File: config.mk
export PLATFORM = sky130hd
export DESIGN_NAME = srtbs_store
export DESIGN_NICKNAME = d
export VERILOG_FILES = /design/src/sv/srtbs_pkg.sv /design/src/sv/srtbs_store.sv
export SDC_FILE = /design/constraint.sdc
export NUM_CORES = 2
export LEC_CHECK = 0
export BUFFER_PORTS_ARGS = -buffer_cell sky130_fd_sc_hd__buf_2
export CORE_ASPECT_RATIO = 0.8
export CORE_MARGIN = 2
export CORE_UTILIZATION = 42
export CTS_CLUSTER_DIAMETER = 50
export DETAILED_ROUTE_END_ITERATION = 6
export PLACE_DENSITY = 0.62
export SLEW_MARGIN = 20
export SYNTH_ARGS = -nofsm -noshare
export SYNTH_HDL_FRONTEND = slang
export SYNTH_MEMORY_MAX_BITS = 65536
export SYNTH_SLANG_ARGS = --single-unit
File: constraint.sdc
create_clock -name aclk -period 10.9 [get_ports aclk]
set_clock_uncertainty 0.05 [all_clocks]
set_input_delay 0.545 -clock aclk [delete_from_list [all_inputs] [get_ports aclk]]
set_output_delay 0.545 -clock aclk [all_outputs]
set_load 0.005 [all_outputs]
File: src/sv/srtbs_pkg.sv
// ----------------------------------------------------------------------------
// srtbs_pkg
// Word types and codes shared by the sorted record table.
// ----------------------------------------------------------------------------
package srtbs_pkg;

    localparam logic       OP_APPEND = 1'b0;
    localparam logic       OP_SEARCH = 1'b1;

    localparam logic [1:0] STATUS_APPENDED  = 2'd0;
    localparam logic [1:0] STATUS_FOUND     = 2'd1;
    localparam logic [1:0] STATUS_NOT_FOUND = 2'd2;
    localparam logic [1:0] STATUS_FULL      = 2'd3;

    localparam logic [23:0] TOTAL_MAX = 24'hFFFFFF;

    typedef struct packed {
        logic        opcode;
        logic [7:0]  search_key;
        logic [9:0]  duration_minutes;
        logic [15:0] calories_burned;
    } in_word_t;

    typedef struct packed {
        logic [1:0]  status;
        logic [7:0]  record_id;
        logic [9:0]  found_duration;
        logic [15:0] found_calories;
        logic [23:0] total_calories;
        logic [7:0]  record_count;
    } out_word_t;

    typedef struct packed {
        logic [7:0]  id;
        logic [9:0]  duration;
        logic [15:0] calories;
    } record_t;

endpackage

File: src/sv/srtbs_store.sv
// ----------------------------------------------------------------------------
// srtbs_store
// Record memory: one write port, one read port with registered read data.
// ----------------------------------------------------------------------------
module srtbs_store
    import srtbs_pkg::*;
#(
    parameter int DEPTH = 128
) (
    input  logic                     aclk,
    input  logic                     wr_en,
    input  logic [$clog2(DEPTH)-1:0] wr_addr,
    input  record_t                  wr_data,
    input  logic                     rd_en,
    input  logic [$clog2(DEPTH)-1:0] rd_addr,
    output record_t                  rd_data
);

    record_t mem [DEPTH];
    record_t rd_data_reg;

    always_ff @(posedge aclk) begin
        if (wr_en) begin
            mem[wr_addr] <= wr_data;
        end
        if (rd_en) begin
            rd_data_reg <= mem[rd_addr];
        end
    end

    assign rd_data = rd_data_reg;

endmodule

==> summary.md <==
| Metric | Value |
|---|---|
| Min-delay src | `wr_data[6]` |
| Critical Path Sink Type | `register` |
| Initial Utilization | `42.2%` |
| Syn Inst Count | `6353` |
| Crit Path Max Fanout | `101` |
| Final setup fails | `0` |
| Drt initial violations | `11.7k` |
| Clock sink total | `4386` |
| Clock-pin slew on the worst setup and hold paths | `60 ps` |
| FF-to-FF End | `rd_data[10]` |
| Core Util, Final | `48.2%` |
| M3 GR Usage | `5.28%` |
| Arrival time worst endpoint | `4960 ps` |
| Area grow syn2layout | `14.2%` |
| FF+latch count, synth | `4386` |
| TritonCTS buffer count | `458` |
| Internal power | `28.2 mW` |
| Hold Crit Class | `primary input to register` |
| Combinational Power Share | `4.9%` |
| Reg power frac | `52.0%` |
| Yosys top cell by area | `edfxtp_1` |
| PwrDens | `189 nW/um^2` |
| Mapped Area | `166000 um^2` |
| CP Data Required Time | `11550 ps` |
| Global-route wire length before repair | `610000 um` |
| Post-Syn Nets | `6404` |
| Port Buffers | `84` |
| Yosys warns | `0` |
| Largest family of logic cells by synthesized area | `multiplexers` |
| Final Hold Fails | `0` |
| Layout cells sized above 1 | `35.7%` |
| Wirelength per Cell | `35.6 um` |
| Sequential share of the synthesized area | `79.2%` |
| Slowest cell on crit path | `buf_4` |
| Synthesized area per cell | `26.2 um^2` |
| Die Footprint | `401000 um^2` |
| Synth Area in Compound Gates | `0%` |
| Tot GR Track Use | `21.9%` |
| DP HPWL | `237000 um` |
| Adder and majority cell fraction of the synthesized area | `0%` |
| Clock Power Share | `43.0%` |
| Largest net degree at the start of global routing | `137` |
| Max cap viols | `0` |
| Max Slew Vio Count | `0` |
| Fin crit period | `4310 ps` |
| Core Area | `394000 um^2` |
| GR peak layer | `met2` |
| R2r worst-path depth | `4` |
| CP max stage delay | `760 ps` |
| Worst Hold End | `mem[36][6]` |
| Die Y-Extent | `567 um` |
| Met2 Track Usage GR | `33.9%` |
| Static leakage | `57.6 nW` |
| RSZ-0062 raised after global routing | `false` |
| CP most frequent cell | `mux4_2` |
| R2R Setup Slk | `8040 ps` |
| H-Tree Depth | `5` |
| Global route total overflow | `0` |
| TritonRoute pass-1 iters | `5` |
| FMAX | `232 MHz` |
| Area share of the largest cell type after synthesis | `79.2%` |
| Max FFs per register | `4352` |
| Nets | `6831` |
| Die Wd | `708 um` |
| Drt drc | `0` |
| Clk Latency, worst-skew pair | `1000 ps` |
| IO Pins | `85` |
| Peak VDD IR | `156 uV` |
| Vias per cell | `6.09` |
| Antenna violations before repair | `74` |
| Longest Clk Path Bufs | `4` |
| Outcome | `completed` |
| Post-Synth XOR/XNOR Area | `0%` |
| Period utilization | `39.5%` |
| Worst hold stages | `1` |
| Dominant cells by area after synthesis | `edfxtp_1 79%, mux4_2 19%, clkbuf_1 0.47%, nor2_1 0.28%, mux2_2 0.23%` |
| Startpoint types | `primary input` |
| Post-Route WL | `442000 um` |
| CTS tree | `yes` |
| Post-Synth Simple-Gate Area | `0.419%` |
| Row count | `206` |
| Slew headroom | `19.7%` |
| Net Sw Frac | `21.5%` |
| Grt met1 use | `31.7%` |
| R2R Path Start | `mem[55][10]` |
| Slew @ Worst Pin | `1200 ps` |
| Post-synthesis mux area share | `19.6%` |
| Post-synthesis cell type count | `16` |
| Setup TNS | `0 ps` |
| Cell Chain, Critical Path | `buf_12, buf_12, buf_4, mux4_2, mux4_2, mux4_2, mux2_2` |
| Root Driver | `clkbuf_16` |
| Vias | `75.6k` |
| Switching Power | `7.73 mW` |
| Antenna Nets Post-Route | `0` |
| RD Place Congestion | `0.800` |
| Vias in the first global route | `75.3k` |
| Critical path class | `primary input to register` |
| FILL cells | `30.8k` |
| WHS | `32.5 ps` |
[worst max-delay path: cells and delay by family]
kind,cells,cell delay (ps)
buffers and inverters,3,1780
multiplexers,4,2240
[power groups by stage]
stage               clock network, mW  logic [mW]  registers (mW)
floorplan                           0       0.897            19.0
global placement                    0        1.74            19.1
detailed placement                  0        1.77            19.1
CTS                              15.7        1.78            18.7
finish                           15.5        1.77            18.7
global route                     16.3        1.85            18.7
[synth_stat cells (all sizes together)]
master  count
nand4       3
nor2b       7
clkbuf    208
mux4     1428
buf       127
edfxtp   4386
nand3      12
nor2      122
nand2      14
mux2       34
or3         1
nor3        9
nand2b      2
[per-layer routing]
| layer | vias up | share of wire, % |
|---|---|---|
| met5 | - | 0.051 |
| met4 | 36 | 2.4 |
| met3 | 594 | 11 |
| met2 | 4217 | 47 |
| met1 | 41800 | 40 |
| li1 | 29000 | - |
[area by class of cell]
| cell class | instances | area (um^2) | share of cell area, % |
|---|---|---|---|
| repair buffers | 302 | 2450 | 1.29 |
| diodes | 39 | 97.6 | 0.0514 |
| clock buffers | 541 | 11800 | 6.23 |
| multi-input cells | 1632 | 34200 | 18.0 |
| flip-flops and latches | 4386 | 132000 | 69.3 |
| clock inverters | 309 | 3160 | 1.67 |
| well taps | 5200 | 6510 | 3.43 |
[stage by stage]
stage                     instance area (um^2)  cells  total power [mW]  setup slack [ps]
final                                   190000  12400              36.0              6590
after global routing                    190000  12400              36.9              6340
after CTS                               190000  12400              36.2              6580
after detailed placement                175000  11500              20.8              5550
after global placement                  175000  11500              20.8              5580
after floorplan                         166000   6353              19.9              6930
[how the worst max path moves through the flow]
stage	startpoint	end	cells after the start
floorplan	wr_en	mem[98][0]	3
finish	rd_addr[0]	rd_data[2]	7
detailed placement	rd_addr[0]	rd_data[2]	7
CTS	rd_addr[0]	rd_data[2]	7
global route	rd_addr[0]	rd_data[14]	7
global placement	rd_addr[0]	rd_data[2]	7
[logic make-up (layout without fill, tap and decap cells)]
group         count (synthesis)  count (layout)
simple gates                170             170
mux                        1462            1462
buf+inv                     335            1152
flops                      4386            4386
other cells                   0              39
[repair_timing]
action	in CTS	in global routing
buffers inserted	0	0
hold endpoints to repair	98	0
hold buffers	3	0
gates resized for setup	0	0
setup endpoints to repair	0	0
[placed cells by master, fill, tap and decap left out, types with 8 or more instances in the layout]
cell,Yosys,layout
mux2_2,34,34
nand2_1,14,14
buf_12,0,19
clkbuf_16,0,461
nor3_2,0,9
clkinv_2,0,66
diode_2,0,39
bufinv_16,0,47
mux4_2,1428,1428
clkinvlp_4,0,35
buf_4,3,231
inv_6,0,19
nor2_4,0,119
nand3_1,12,8
clkinv_4,0,18
edfxtp_1,4386,4386
clkinv_1,0,102
clkbuf_1,208,80
buf_2,66,44
Power figures use the tool's default switching activity.
